==> src/sv/ordal_pkg.sv <==
// ============================================================================
// ordal_pkg
// shared types and codes for the ordered array list engine
// ============================================================================
package ordal_pkg;

    localparam int KIND_W   = 3;
    localparam int POS_W    = 9;
    localparam int VALUE_W  = 32;
    localparam int STATUS_W = 3;

    typedef enum logic [KIND_W-1:0] {
        KIND_INSERT = 3'd0,
        KIND_DELETE = 3'd1,
        KIND_GET    = 3'd2,
        KIND_LOCATE = 3'd3,
        KIND_CLEAR  = 3'd4
    } kind_t;

    typedef enum logic [STATUS_W-1:0] {
        ST_OK       = 3'd0,
        ST_FULL     = 3'd1,
        ST_BADPOS   = 3'd2,
        ST_EMPTY    = 3'd3,
        ST_NOTFOUND = 3'd4
    } status_t;

    typedef enum logic [2:0] {
        S_IDLE,
        S_INSERT,
        S_PUT,
        S_DELETE,
        S_GET,
        S_SCAN,
        S_DONE
    } state_t;

    typedef struct packed {
        status_t            status;
        logic [VALUE_W-1:0] read_value;
        logic [POS_W-1:0]   found_position;
        logic [POS_W-1:0]   length;
        logic               is_empty;
    } result_t;

endpackage

==> src/sv/ordal_ctrl.sv <==
// ============================================================================
// ordal_ctrl
// operation sequencer: checks, entry count, shift and scan walk over memory
// ============================================================================
module ordal_ctrl #(
    parameter int DEPTH      = 256,
    parameter int DATA_WIDTH = 32,
    parameter int AW         = 8
) (
    input  logic                          clk,
    input  logic                          rst_n,
    input  logic                          req_valid,
    output logic                          busy,
    input  logic [ordal_pkg::KIND_W-1:0]  kind,
    input  logic [ordal_pkg::POS_W-1:0]   position,
    input  logic [ordal_pkg::VALUE_W-1:0] item_value,
    input  logic                          slot_free,
    output logic                          push,
    output ordal_pkg::result_t            result,
    output logic                          wr_en,
    output logic [AW-1:0]                 wr_addr,
    output logic [DATA_WIDTH-1:0]         wr_data,
    output logic [AW-1:0]                 rd_addr,
    input  logic [DATA_WIDTH-1:0]         rd_data
);

    import ordal_pkg::*;

    localparam int CW = $clog2(DEPTH + 1);
    localparam int EW = ((CW > POS_W) ? CW : POS_W) + 1;

    state_t                state_reg, state_next;
    logic [CW-1:0]         count_reg, count_next;
    logic [AW-1:0]         idx_reg, idx_next;
    logic                  first_reg, first_next;
    logic [AW-1:0]         pidx_reg, pidx_next;
    logic [DATA_WIDTH-1:0] val_reg, val_next;
    status_t               status_reg, status_next;
    logic [DATA_WIDTH-1:0] read_reg, read_next;
    logic [POS_W-1:0]      found_reg, found_next;

    logic [EW-1:0]         pos_e;
    logic [EW-1:0]         cnt_e;
    logic [EW-1:0]         pos_m1;
    logic [AW-1:0]         pidx_in;
    logic [DATA_WIDTH-1:0] val_in;
    logic [CW-1:0]         cnt_dec;
    logic [AW-1:0]         cnt_m1;
    logic [AW:0]           idx_inc;
    logic                  is_full;
    logic                  is_zero;
    logic                  bad_ins;
    logic                  bad_pos;

    assign pos_e   = EW'(position);
    assign cnt_e   = EW'(count_reg);
    assign pos_m1  = pos_e - EW'(1);
    assign pidx_in = pos_m1[AW-1:0];
    assign val_in  = DATA_WIDTH'(item_value);
    assign cnt_dec = count_reg - CW'(1);
    assign cnt_m1  = cnt_dec[AW-1:0];
    assign idx_inc = {1'b0, idx_reg} + (AW+1)'(1);
    assign is_full = (count_reg == CW'(DEPTH));
    assign is_zero = (count_reg == '0);
    assign bad_ins = (pos_e == '0) || (pos_e > cnt_e + EW'(1));
    assign bad_pos = (pos_e == '0) || (pos_e > cnt_e);

    assign busy = (state_reg != S_IDLE);

    always_comb
    begin
        result.status         = status_reg;
        result.read_value     = VALUE_W'(read_reg);
        result.found_position = found_reg;
        result.length         = POS_W'(count_reg);
        result.is_empty       = is_zero;
    end

    always_ff @(posedge clk or negedge rst_n)
    begin
        if (!rst_n)
        begin
            state_reg <= S_IDLE;
            count_reg <= '0;
            first_reg <= 1'b0;
        end
        else
        begin
            state_reg <= state_next;
            count_reg <= count_next;
            first_reg <= first_next;
        end
    end

    always_ff @(posedge clk)
    begin
        idx_reg    <= idx_next;
        pidx_reg   <= pidx_next;
        val_reg    <= val_next;
        status_reg <= status_next;
        read_reg   <= read_next;
        found_reg  <= found_next;
    end

    always_comb
    begin
        state_next  = state_reg;
        count_next  = count_reg;
        idx_next    = idx_reg;
        first_next  = first_reg;
        pidx_next   = pidx_reg;
        val_next    = val_reg;
        status_next = status_reg;
        read_next   = read_reg;
        found_next  = found_reg;
        rd_addr     = idx_reg;
        wr_en       = 1'b0;
        wr_addr     = idx_reg;
        wr_data     = rd_data;
        push        = 1'b0;

        case (state_reg)
            S_IDLE:
            begin
                if (req_valid)
                begin
                    val_next    = val_in;
                    pidx_next   = pidx_in;
                    read_next   = '0;
                    found_next  = '0;
                    status_next = ST_OK;
                    state_next  = S_DONE;
                    case (kind)
                        KIND_INSERT:
                        begin
                            if (is_full)
                            begin
                                status_next = ST_FULL;
                            end
                            else if (bad_ins)
                            begin
                                status_next = ST_BADPOS;
                            end
                            else if (pos_e == cnt_e + EW'(1))
                            begin
                                // append at the tail, no shift
                                wr_en      = 1'b1;
                                wr_addr    = pidx_in;
                                wr_data    = val_in;
                                count_next = count_reg + CW'(1);
                            end
                            else
                            begin
                                rd_addr    = cnt_m1;
                                idx_next   = cnt_m1;
                                state_next = S_INSERT;
                            end
                        end
                        KIND_DELETE:
                        begin
                            if (is_zero)
                            begin
                                status_next = ST_EMPTY;
                            end
                            else if (bad_pos)
                            begin
                                status_next = ST_BADPOS;
                            end
                            else
                            begin
                                rd_addr    = pidx_in;
                                idx_next   = pidx_in;
                                first_next = 1'b1;
                                state_next = S_DELETE;
                            end
                        end
                        KIND_GET:
                        begin
                            if (bad_pos)
                            begin
                                status_next = ST_BADPOS;
                            end
                            else
                            begin
                                rd_addr    = pidx_in;
                                idx_next   = pidx_in;
                                state_next = S_GET;
                            end
                        end
                        KIND_LOCATE:
                        begin
                            if (is_zero)
                            begin
                                status_next = ST_EMPTY;
                            end
                            else
                            begin
                                rd_addr    = '0;
                                idx_next   = '0;
                                state_next = S_SCAN;
                            end
                        end
                        KIND_CLEAR:
                        begin
                            count_next = '0;
                        end
                        default:
                        begin
                        end
                    endcase
                end
            end
            S_INSERT:
            begin
                // move entry up one place while fetching the one below
                wr_en   = 1'b1;
                wr_addr = idx_inc[AW-1:0];
                wr_data = rd_data;
                if (idx_reg == pidx_reg)
                begin
                    state_next = S_PUT;
                end
                else
                begin
                    rd_addr  = idx_reg - AW'(1);
                    idx_next = idx_reg - AW'(1);
                end
            end
            S_PUT:
            begin
                wr_en      = 1'b1;
                wr_addr    = pidx_reg;
                wr_data    = val_reg;
                count_next = count_reg + CW'(1);
                state_next = S_DONE;
            end
            S_DELETE:
            begin
                if (first_reg)
                begin
                    read_next  = rd_data;
                    first_next = 1'b0;
                end
                else
                begin
                    wr_en   = 1'b1;
                    wr_addr = idx_reg - AW'(1);
                    wr_data = rd_data;
                end
                if (idx_reg == cnt_m1)
                begin
                    count_next = cnt_dec;
                    state_next = S_DONE;
                end
                else
                begin
                    rd_addr  = idx_inc[AW-1:0];
                    idx_next = idx_inc[AW-1:0];
                end
            end
            S_GET:
            begin
                read_next  = rd_data;
                state_next = S_DONE;
            end
            S_SCAN:
            begin
                if (rd_data == val_reg)
                begin
                    found_next  = POS_W'(idx_inc);
                    status_next = ST_OK;
                    state_next  = S_DONE;
                end
                else if (idx_reg == cnt_m1)
                begin
                    status_next = ST_NOTFOUND;
                    state_next  = S_DONE;
                end
                else
                begin
                    rd_addr  = idx_inc[AW-1:0];
                    idx_next = idx_inc[AW-1:0];
                end
            end
            S_DONE:
            begin
                if (slot_free)
                begin
                    push       = 1'b1;
                    state_next = S_IDLE;
                end
            end
            default:
            begin
                state_next = S_IDLE;
            end
        endcase
    end

endmodule

==> config.mk <==
export PLATFORM = sky130hd
export DESIGN_NAME = ordal_ctrl
export DESIGN_NICKNAME = d
export VERILOG_FILES = /design/src/sv/ordal_pkg.sv /design/src/sv/ordal_ctrl.sv
export SDC_FILE = /design/constraint.sdc
export NUM_CORES = 1
export LEC_CHECK = 0
export ABC_AREA = 1
export BUFFER_PORTS_ARGS = -buffer_cell sky130_fd_sc_hd__clkbuf_2
export CAP_MARGIN = 20
export CORE_ASPECT_RATIO = 0.8
export CORE_MARGIN = 5
export CORE_UTILIZATION = 55
export CTS_BUF_LIST = sky130_fd_sc_hd__clkbuf_16
export DETAILED_ROUTE_END_ITERATION = 7
export GPL_TIMING_DRIVEN = 1
export PLACE_DENSITY = 0.88
export SKIP_CTS_REPAIR_TIMING = 1
export SYNTH_ARGS = -nofsm -noshare
export SYNTH_HDL_FRONTEND = slang
export SYNTH_SLANG_ARGS = --single-unit
==> constraint.sdc <==
create_clock -name clk -period 6.4 [get_ports clk]
set_input_delay 1.28 -clock clk [delete_from_list [all_inputs] [get_ports clk]]
set_output_delay 1.28 -clock clk [all_outputs]
set_load 0.02 [all_outputs]
==> Word-level counts from Yosys, hierarchy flattened <==
Cells that the tools add are included.
{ "totals": {"latchBits": 0, "output_inout_bits": 105, "register_bits": 105, "ram_bits": 0, "inputBits": 80, "memories": 0, "mem_bits_ro": 0} }
{ "op_classes": {"bitwise": 0, "add_sub_neg": 6, "shifts": 0, "n_eq_ne": 29, "n_lt_le_gt_ge": 2, "mul": 0, "muxes": 76, "div": 0, "n_reduce_logical": 20} }
{ "op_table": {"columns": ["cell", "count"], "rows": [
  ["$mux 32", 7],
  ["$mux 8", 16],
  ["$pmux 32 s3", 1],
  ["$pmux 8 s4", 3],
  ["$pmux 32 s2", 1],
  ["$mux 9", 7],
  ["$mux 3", 13],
  ["$pmux 9 s2", 2],
  ["$eq 32x32->1", 1],
  ["$pmux 9 s3", 1],
  ["$pmux 3 s6", 1],
  ["$eq 8x8->1", 2],
  ["$ne 2x2->1 const B", 8],
  ["$sub 8x1->8 const B", 2],
  ["$mux 2", 7],
  ["$eq 3x2->1 const B", 4],
  ["$eq 3x3->1 const B", 4],
  ["$mux 1", 12],
  ["$ne 3x3->1 const B", 4],
  ["$pmux 3 s4", 1],
  ["$reduce_and 3->1", 4],
  ["$add 9x1->10 const B", 1],
  ["$eq 9x10->1", 1],
  ["$gt 9x10->1", 1],
  ["22 further kinds", 29]
]} }

==> Longest topological paths before layout <==
Gate-level depths: netlist of run 1.
{ "depth": {"ltp_word": 8, "ltp_mapped": 22} }

==> Least setup slack after synthesis of run 1 <==
OpenSTA, ideal clock, no wires.
{ "synth_timing": {"path_type": "input -> output", "startpoint": "in position[0] in the netlist's numbering", "endpoint": "out rd_addr[6]", "arrival_time_ns": 3.212, "required_time_ns": 5.120, "slack_ns": 1.908, "cell_stages": 14, "path_cell_list": "inv_1 ha_1 nand4_1 nor4_1 inv_1 nand2_1 inv_1 nand2_1 a21oi_1 nand3_1 nand2_1 nand2_1 nand2_1 a21oi_1"} }
{ "synth_via": {"elab_chain_len": 7} }
{ "synth_lines": {"columns": ["element", "line_no", "text"], "rows": [
  ["from (decl)", "ordal_ctrl.sv:15", "input logic [ordal_pkg::POS_W-1:0] position,"],
  ["$gt 9x10->1, or another cell as far along", "ordal_ctrl.sv:65", "assign bad_ins = (pos_e == '0) || (pos_e > cnt_e + EW'(1));"],
  ["$logic_or 1x1->1, or another cell as far along", "ordal_ctrl.sv:65", null],
  ["$mux 8 (on tied branches)", "ordal_ctrl.sv:140, ordal_ctrl.sv:165, ordal_ctrl.sv:179", null],
  ["$mux 8 (on tied branches)", "ordal_ctrl.sv:136, ordal_ctrl.sv:161", null],
  ["$pmux 8 s4 (*)", null, null],
  ["$mux 8 (*)", "ordal_ctrl.sv:125", "if (req_valid)"],
  ["$pmux 8 s4 (*)", null, null],
  ["to (decl)", "ordal_ctrl.sv:23", "output logic [AW-1:0] rd_addr,"]
]} }
Mark *: on every way between the ends. The rest lies on a longest branch, timed or not.

==> Final worst setup path of run 1 <==
{ "layout_timing": {"startpoint": "reg count_reg[0]", "endpoint": "out wr_data[3]"} }
{ "layout_via": {"elab_chain_len": 8} }
{ "layout_lines": {"columns": ["element", "line_no", "text"], "rows": [
  ["from (decl)", "ordal_ctrl.sv:33", "logic [CW-1:0] count_reg, count_next;"],
  ["from (signal assigned)", "ordal_ctrl.sv:90", "count_reg <= count_next;"],
  ["$add 9x1->10", "ordal_ctrl.sv:65, ordal_ctrl.sv:144", null],
  ["$gt 9x10->1 / $eq 9x10->1 (equally long branches)", "ordal_ctrl.sv:65, ordal_ctrl.sv:144", null],
  ["$logic_or 1x1->1 / $mux 32 (equally long branches)", "ordal_ctrl.sv:65, ordal_ctrl.sv:144", null],
  ["$mux 32", "ordal_ctrl.sv:140", "else if (bad_ins)"],
  ["$mux 32 (*)", "ordal_ctrl.sv:136", "if (is_full)"],
  ["$mux 32 (*)", "ordal_ctrl.sv:133", "case (kind)"],
  ["$mux 32 (*)", "ordal_ctrl.sv:125", null],
  ["$pmux 32 s2 (*)", "ordal_ctrl.sv:122", "case (state_reg)"],
  ["to (decl)", "ordal_ctrl.sv:22", "output logic [DATA_WIDTH-1:0] wr_data,"]
]} }
Marks and branches as above.

==> flow_summary_export.csv, run 1 <==
group,metric,value,unit
floorplan,die-area,16700,sq um
finish,drive_gt1_frac,0.227,
yosys,synth_fp_nets,1106,
finish,fin_util,0.650,
detailed_routing,totalWireLength,25400,microns
setup_path,arrival,4300,ps
status,status,"finished clean",
floorplan,fp.coreArea,14100,sq um
finish,register_area,3010,sq um
run,drv_cap,0,
clock_network,cts.sinks,105,
finish,fill_cells,1259,
timing,max_slew_margin,0.413,
placed_design,io_buffers,184,
global_route,grt_pass1_wl,39300,microns
yosys,ys_warn_count,0,
timing,tns,0,ps
power,vdd_ir_drop_max,0.331,mV
setup_path,start_kind,"flop",
yosys,async_reset_ff_frac,0.124,
floorplan,die_h,117,microns
yosys,synth_area_leaders,"edfxtp_1 32%, nand2_1 11%, xor2_1 6.3%, nor2_1 5.1%, inv_1 4.8%",
yosys,yosysMostFrequentCell,"nand2_1",
floorplan,fp.dieW,143,microns
timing,setup-violations-final,0,
finish,n_antenna_cell,0,
timing,period_minus_slack,5580,ps
yosys,postSynthCellCount,1008,
finish,multi_input_area,4170,sq um
power,power_density,546,nW/um^2
clock_network,numCtsBuffers,9,
detailed_routing,route.detailed.drc,0,
detailed_routing,antenna_left,0,
finish,area_growth,17.3,%
detailed_routing,firstDrtPassIters,5,
detailed_routing,routedWlPerCell,18.7,microns
global_route,grt_use_total,0.300,
detailed_routing,dr_total_vias,8043,
yosys,synth_edf_count,84,
detailed_routing,drtIter0Drc,875,
floorplan,ios,185,
yosys,ys_ff_latch,105,
yosys,syn_area_per_cell,7.75,sq um
timing,finClkSkew,12.2,ps
yosys,synth.largest_area_cell,"edfxtp_1",
timing,slew_violations,0,
clock_network,clkLatencyLatePin,360,ps
finish,final_cells,1359,
setup_path,cp-end-kind,"output port",
yosys,synth_cell_type_count,51,
clock_network,cts-root-buf,"clkbuf_16",
global_route,grt_pass1_vias,7366,
yosys,yosysTopAreaCellShare,0.323,
global_route,grt_overflow,0,
clock_network,clk_pin_slew,80,ps
floorplan,core.rowCount,39,
placed_design,routabilityCongestion,0.963,
floorplan,initial_core_util,0.554,
yosys,syn_area,7810,sq um
setup_path,worstPathRequired,5120,ps
placed_design,hpwl,19200,microns
yosys,ys.flop_type,"edfxtp_1",
detailed_routing,vias_per_cell,5.92,
global_route,grt_max_degree,50,
timing,period_share,0.872,
timing,final_hold_viol_count,0,
power,p_leak,4.19,nW
setup_path,critPathKind,"flop to output port",
worst_hold_path,hold_class,"flop to flop",
placed_design,dpl.cell_count,1342,
clock_network,h-tree-depth,3,
global_route,antenna_found_initial,0,
clock_network,tritoncts,"done",
timing,rsz0062_at_grt,"false",
timing,fmax,179,MHz
yosys,seq_area_frac_synth,0.385,
setup_path,critPathMaxFanout,49,
yosys,netlist_top_cells_count,"223 x nand2_1, 106 x nor2_1, 100 x inv_1, 84 x edfxtp_1, 61 x a21oi_1",
clock_network,clock_path_buffers,2,
timing,tightest_slew,880,ps
finish,fin_nets,1268,
## where the power goes
| group | switching (mW) | leakage, nW | internal (mW) |
|---|---|---|---|
| logic | 2.18 | 3.01 | 0.910 |
| clock network | 0.280 | 0.150 | 0.312 |
| registers | 0.260 | 1.03 | 1.06 |
| total | 2.72 | 4.19 | 2.28 |
## cell families (layout without fill, tap and decap cells)
logic type	Yosys count	in the layout	synth area share
simple gates	443	443	0.253
compound gates	220	220	0.176
buf+inv	159	326	0.0847
flops	105	105	0.385
xor+xnor	63	63	0.0725
fa+ha+maj	18	18	0.0288
## per-layer routing
metal,vias to the layer above,share of wire,routed length [microns],global-route usage
met3,53,0.12,3050,0.0868
met1,3714,0.43,10800,0.432
li1,3774,-,-,-
met4,0,0.023,573,0.0822
met5,-,0,0,0
met2,502,0.43,11000,0.445
## cells in the final DEF, fill, tap and decap left out, types with 5 or more instances in the layout
cell       netlist  final
nand2_1        223    223
o211ai_1        41     41
dfxtp_1          8      8
inv_2            6      6
a22oi_1          7      7
xor2_1          56     56
a21oi_1         61     61
nor4_1          12     12
xnor2_1          5      5
dfrtp_1         13     13
nand3_1         40     40
nand4_1         16     16
inv_1          100    100
o21ai_2          9      9
o21ai_1          9      9
clkbuf_2         0    184
nand3_2          5      5
edfxtp_1        84     84
nor2_1         106    103
nor3_1          14     14
clkbuf_16        0      9
ha_1            18     18
buf_4            2      9
o221ai_1        16     16
o21ai_0         59     59
nor2_4           5      6
clkinv_1         7      7
nand2_2          5      5
nor2_2           6      8
## final timing paths
kind                                           from                           to  slack (ps)  depth (start not counted)
setup / recovery           count_reg[0]$_DFFE_PN0P_                   wr_data[3]         820                         16
hold / removal                   idx_reg[3]$_DFF_P_           idx_reg[3]$_DFF_P_         700                          2
setup reg to reg           state_reg[2]$_DFFE_PN0P_  status_reg[1]$_SDFFCE_PP0P_        3020                          9
hold reg to reg                  idx_reg[3]$_DFF_P_           idx_reg[3]$_DFF_P_         700                          2
max in group asynchronous                     rst_n     count_reg[7]$_DFFE_PN0P_        5270                          1
min in group asynchronous                     rst_n     count_reg[0]$_DFFE_PN0P_         830                          1
## per-stage QoR
stage / instance area (sq um) / total power [mW] / setup WS, ps / hold WS (ps)
floorplan: 7820 / 3.38 / 1910 / 603
global placement: 8840 / 4.31 / 1210 / 669
detailed placement: 8840 / 4.36 / 1060 / 678
CTS: 9160 / 4.96 / 871 / 688
global route: 9160 / 5.29 / 521 / 744
finish: 9160 / 5.00 / 818 / 696
## worst max-delay path, stage by stage, from the launching register on
cell,delay [ps]
dfrtp_1,600
ha_1,350
nand3_1,150
nor2_1,140
xor2_1,110
ha_1,280
a21boi_0,220
nand2_2,110
nor2_4,180
nand3_4,120
inv_2,100
nand2_2,490
buf_4,460
a21oi_1,160
o21ai_0,120
o211ai_1,110
clkbuf_2,200
## cell type report
cell class	instances	share of cell area
Multi-Input combinational cell	744	0.455
Sequential cell	105	0.328
Timing Repair Buffer	194	0.109
Inverter	116	0.0489
Tap cell	184	0.0251
Clock buffer	9	0.0246
Clock inverter	7	0.00942
No activity file was read; power rests on OpenSTA's default activity.
==> run 2: changes to the inputs <==
- ABC_AREA: 1 -> unset
- HOLD_SLACK_MARGIN: unset -> 0.1
- PLACE_DENSITY: 0.88 -> 0.89
==> run 2 against run 1 <==
  * Combinational power shrank 27%
  * Worst setup slack lost 310 ps
  * Register-to-register slack lost 1000 ps
  * Routed wire length grew 4.0%
  * Via count shrank 3.3%
  * First-iteration DRC count grew 45%
  * Largest cell class unchanged
  * Largest power group unchanged
  * Synthesized cell count shrank 18%
==> flow_summary_export.csv, run 2 <==
group,metric,value,unit
detailed_routing,antenna_left,0,
floorplan,die_h,116,microns
floorplan,die-area,16400,sq um
placed_design,dp_worst_setup_slack,1020,ps
finish,final_cells,1164,
setup_path,critPathMaxFanout,14,
timing,final_hold_viol_count,0,
timing,period_share,0.921,
finish,drive_gt1_frac,0.242,
clock_network,clock_path_buffers,2,
run,drv_cap,0,
floorplan,fp.coreArea,13600,sq um
floorplan,core.rowCount,38,
finish,layout_common_cells,"184 x clkbuf_2, 84 x edfxtp_1, 65 x a22oi_1, 63 x o21ai_0, 55 x xnor2_1",
timing,setup-violations-final,0,
setup_path,worstPathRequired,5120,ps
clock_network,clkLatencyLatePin,360,ps
yosys,ys_warn_count,0,
placed_design,dpl_cell_area,8690,sq um
setup_path,regToRegStartpoint,"count_reg[0]$_DFFE_PN0P_",
setup_path,rr_worst_depth,11,
yosys,async_reset_ff_frac,0.124,
clock_network,clk_pin_slew,80,ps
setup_path,crit_path_frequent_cell,"nor3_1",
finish,area_growth,17.6,%
placed_design,routabilityCongestion,1.09,
global_route,grt_use_total,0.306,
floorplan,ios,185,
clock_network,h-tree-depth,3,
timing,period_minus_slack,5890,ps
timing,setup_slack,505,ps
yosys,synth_fp_nets,928,
yosys,ys_ff_latch,105,
setup_path,max_stage_delay,700,ps
yosys,netlist_top_cells_count,"84 x edfxtp_1, 65 x a22oi_1, 63 x o21ai_0, 55 x xnor2_1, 52 x nor2_1",
setup_path,critPathKind,"flop to output port",
placed_design,io_buffers,184,
clock_network,tritoncts,"done",
power,intPower,2.03,mW
worst_hold_path,hold_class,"flop to flop",
yosys,syn_area_per_cell,9.24,sq um
worst_hold_path,hold_start,"count_reg[8]$_DFFE_PN0P_",
timing,slew_violations,0,
yosys,ys.flop_type,"edfxtp_1",
power,p_total,4.01,mW
timing,rsz0062_at_grt,"false",
clock_network,cts-root-buf,"clkbuf_16",
global_route,grt_max_degree,47,
placed_design,hpwl,19700,microns
setup_path,slowest_stage,"dfrtp_1",
setup_path,crit_family,"simple AND/OR/NAND/NOR gates",
detailed_routing,vias_per_cell,6.68,
power,swShare,0.495,
global_route,grt_pass1_vias,6957,
timing,fmax,170,MHz
status,status,"finished clean",
yosys,synth_edf_count,84,
yosys,synth_area_leaders,"edfxtp_1 33%, a22oi_1 6.4%, xnor2_1 6.3%, dfrtp_1 4.2%, o21ai_0 4.1%",
yosys,synth.largest_area_cell,"edfxtp_1",
setup_path,start_kind,"flop",
yosys,yosysMostFrequentCell,"edfxtp_1",
power,power_density,444,nW/um^2
global_route,grt_pass1_wl,39300,microns
placed_design,dpl.cell_count,1147,
finish,n_antenna_cell,0,
yosys,synth_cell_type_count,73,
power,p_clk_frac,0.146,
yosys,seq_area_frac_synth,0.392,
setup_path,ff2ff_setup_slack,1980,ps
power,p_leak,3.55,nW
finish,stdcell_area,9020,sq um
power,power_frac_seq,0.287,
worst_hold_path,whs_path_depth,1,
power,p_sw,1.98,mW
timing,finClkSkew,11.0,ps
setup_path,reg2reg_to,"count_reg[7]$_DFFE_PN0P_",
worst_hold_path,worstHoldEndpoint,"count_reg[8]$_DFFE_PN0P_",
clock_network,cts.sinks,105,
clock_network,numCtsBuffers,9,
timing,max_slew_margin,0.265,
setup_path,arrival,4610,ps
timing,tns,0,ps
timing,tightest_slew,1100,ps
floorplan,fp.dieW,142,microns
global_route,antenna_found_initial,0,
detailed_routing,drtIter0Drc,1267,
setup_path,cp-end-kind,"output port",
finish,fin_nets,1077,
detailed_routing,route.detailed.drc,0,
global_route,grt_overflow,0,
power,p_comb_frac,0.567,
yosys,postSynthCellCount,830,
detailed_routing,dr_total_vias,7778,
floorplan,initial_core_util,0.564,
setup_path,path_cells,"inv_1 > nor3_1 > nand3_1 > xnor2_1 > ha_1 > nand2_1 > a31oi_1 > a41oi_1 > o31ai_1 > a211oi_1 > nand4_1 > o2111ai_1 > nor2_1 > nor3_1 > clkbuf_2",
power,vdd_ir_drop_max,0.244,mV
yosys,syn_area,7670,sq um
detailed_routing,totalWireLength,26400,microns
finish,mostFrequentLayoutCell,"clkbuf_2",
yosys,yosysTopAreaCellShare,0.329,
detailed_routing,firstDrtPassIters,7,
setup_path,cp_num_buf_inv,2,
detailed_routing,routedWlPerCell,22.7,microns
-- run 2: worst max path at each step --
stage | from | end | slack (ps) | cells after the start
floorplan | position[4] | wr_data[11] | 1470 | 10
global route | count_reg[1]$_DFFE_PN0P_ | rd_addr[3] | 230 | 15
global placement | position[4] | rd_addr[3] | 940 | 13
detailed placement | position[4] | rd_addr[3] | 1020 | 13
finish | count_reg[6]$_DFFE_PN0P_ | rd_addr[1] | 510 | 15
CTS | count_reg[1]$_DFFE_PN0P_ | rd_addr[1] | 650 | 15
-- run 2: layout make-up --
| type | count | area, sq um |
|---|---|---|
| Multi-Input combinational cell | 633 | 4310 |
| Inverter | 29 | 109 |
| Clock inverter | 7 | 85.1 |
| Timing Repair Buffer | 201 | 1050 |
| Tap cell | 180 | 225 |
| Sequential cell | 105 | 3010 |
| Clock buffer | 9 | 225 |
| Fill cell | 1138 | 4580 |
-- run 2: per-stage QoR --
stage | util | hold slack (ps)
finish | 0.663 | 717
floorplan | - | 714
global placement | 0.639 | 680
detailed placement | 0.639 | 683
CTS | 0.662 | 701
global route | 0.663 | 742
-- run 2: power groups by stage --
stage | sequential (mW) | combinational (mW) | clock (mW)
floorplan | 1.17 | 1.44 | 0
global placement | 1.14 | 2.19 | 0
detailed placement | 1.15 | 2.20 | 0
CTS | 1.14 | 2.22 | 0.589
global route | 1.16 | 2.40 | 0.615
finish | 1.15 | 2.27 | 0.587
-- run 2: cells by family after synthesis --
logic type | Yosys count | synth area share
DFF | 105 | 0.392
buffers and inverters | 92 | 0.0472
xor gates and xnor gates | 81 | 0.105
and+or+nand+nor | 260 | 0.182
adders and majority gates | 18 | 0.0294
muxes | 6 | 0.00832
AOI/OAI and AO/OA | 268 | 0.236
-- run 2: routing by layer --
metal,vias to the layer above,global-route usage,wire [microns]
met1,3613,0.452,10700
met2,657,0.445,11300
met3,72,0.0842,3670
met5,-,0,0
met4,0,0.0793,663
li1,3436,-,-
==> run 3: changes to the inputs <==
==> constraint.sdc (replaced) <==
create_clock -name clk -period 6.4 [get_ports clk]
set_input_delay 0.64 -clock clk [delete_from_list [all_inputs] [get_ports clk]]
set_output_delay 0.64 -clock clk [all_outputs]
set_load 0.02 [all_outputs]
==> run 3 against run 2 <==
  * Maximum frequency up 6.9%
  * Clock skew is 0.59 ps lower
  * Flip-flop and latch count unchanged
  * Core utilization shrank 0.11 points
  * Critical path type unchanged
==> flow_summary_export.csv, run 3 (synthesis gave the netlist of run 2 again) <==
group,metric,value,unit
clock_network,tritoncts,"done",
floorplan,fp.coreArea,13600,sq um
setup_path,rr_worst_depth,11,
timing,tns,0,ps
detailed_routing,totalWireLength,26400,microns
global_route,grt_use_total,0.313,
global_route,antenna_found_initial,0,
clock_network,h-tree-depth,3,
floorplan,die_h,116,microns
detailed_routing,antenna_left,0,
setup_path,start_kind,"flop",
detailed_routing,drtIter0Drc,1273,
placed_design,routabilityCongestion,1.05,
status,status,"finished clean",
timing,setup_slack,886,ps
timing,period_share,0.862,
timing,slew_violations,0,
clock_network,clk_pin_slew,80,ps
detailed_routing,firstDrtPassIters,6,
power,vdd_ir_drop_max,0.271,mV
setup_path,critPathKind,"flop to output port",
placed_design,dp_worst_setup_slack,1460,ps
global_route,grt_pass1_vias,7092,
worst_hold_path,hold_class,"primary input to async pin",
finish,fin_nets,1075,
setup_path,reg2reg_to,"count_reg[7]$_DFFE_PN0P_",
global_route,grt_max_degree,45,
floorplan,initial_core_util,0.564,
timing,fmax,181,MHz
detailed_routing,route.detailed.drc,0,
power,power_density,440,nW/um^2
detailed_routing,wl_met2,11500,microns
finish,mostFrequentLayoutCell,"clkbuf_2",
run,drv_cap,0,
setup_path,arrival,4870,ps
power,p_leak,3.55,nW
clock_network,cts.sinks,105,
timing,rsz0062_at_grt,"false",
detailed_routing,dr_total_vias,7848,
setup_path,worstPathRequired,5760,ps
global_route,grt_overflow,0,
detailed_routing,met3_wirelength,3620,microns
placed_design,io_buffers,184,
timing,finClkSkew,10.4,ps
detailed_routing,routedWlPerCell,22.7,microns
floorplan,fp.dieW,142,microns
finish,area_growth,17.4,%
detailed_routing,vias_per_cell,6.75,
finish,drive_gt1_frac,0.240,
clock_network,clock_path_buffers,2,
floorplan,die-area,16400,sq um
clock_network,clkLatencyLatePin,350,ps
floorplan,ios,185,
timing,final_hold_viol_count,0,
floorplan,core.rowCount,38,
setup_path,ff2ff_setup_slack,1740,ps
timing,tightest_slew,1140,ps
setup_path,regToRegStartpoint,"count_reg[0]$_DFFE_PN0P_",
global_route,grt_pass1_wl,40200,microns
detailed_routing,routed.top_layer,"met4",
finish,layout_common_cells,"184 x clkbuf_2, 84 x edfxtp_1, 65 x a22oi_1, 63 x o21ai_0, 55 x xnor2_1",
setup_path,critPathMaxFanout,13,
clock_network,numCtsBuffers,9,
finish,fin_util,0.662,
timing,period_minus_slack,5510,ps
placed_design,hpwl,19700,microns
timing,max_slew_margin,0.242,
detailed_routing,wl_met1,10700,microns
setup_path,cp-end-kind,"output port",
finish,n_antenna_cell,0,
timing,setup-violations-final,0,
clock_network,cts-root-buf,"clkbuf_16",
## run 3: how the worst max path moves through the flow
stage / from / endpoint / slack, ps / depth (start not counted)
after floorplan: count_reg[0]$_DFFE_PN0P_ / rd_addr[1] / 2230 / 15
after global placement: count_reg[0]$_DFFE_PN0P_ / rd_addr[4] / 1490 / 11
after detailed placement: count_reg[0]$_DFFE_PN0P_ / rd_addr[4] / 1460 / 11
after CTS: count_reg[0]$_DFFE_PN0P_ / rd_addr[4] / 1050 / 11
after global routing: count_reg[5]$_DFFE_PN0P_ / rd_addr[3] / 770 / 15
final: count_reg[0]$_DFFE_PN0P_ / rd_addr[7] / 890 / 11
## run 3: metrics by stage
stage,area [sq um],hold WS [ps],instances,power (mW)
floorplan,7670,344,830,2.61
global placement,8660,577,1142,3.31
detailed placement,8660,575,1142,3.35
CTS,8950,197,1158,3.89
global route,9000,208,1162,4.16
finish,9000,200,1162,3.97
## run 3: area by class of cell
class	count	area, sq um
Multi-Input combinational cell	633	4310
Sequential cell	105	3010
Clock buffer	9	225
Fill cell	1151	4590
Tap cell	180	225
Clock inverter	7	61.3
Timing Repair Buffer	199	1060
Inverter	29	109
## run 3: worst max-delay path, cell delays in order, from the launching register on
cell,delay [ps]
dfrtp_1,570
inv_1,270
ha_1,370
nor3b_1,720
xnor3_1,230
nand2_1,40
or4_1,700
a221oi_2,600
nand2b_1,240
a211oi_1,100
a31oi_1,390
clkbuf_2,260
## run 3: layer usage
layer | vias to the layer above | track usage
li1 | 3427 | -
met1 | 3732 | 0.469
met2 | 619 | 0.457
met3 | 70 | 0.0726
met4 | 0 | 0.0793
met5 | - | 0
## run 3: power by group
group	switching, mW	leakage (nW)	total, mW	internal (mW)
Clock	0.270	0.140	0.541	0.272
Sequential	0.261	1.01	1.21	0.948
Combinational	1.45	2.39	2.21	0.764
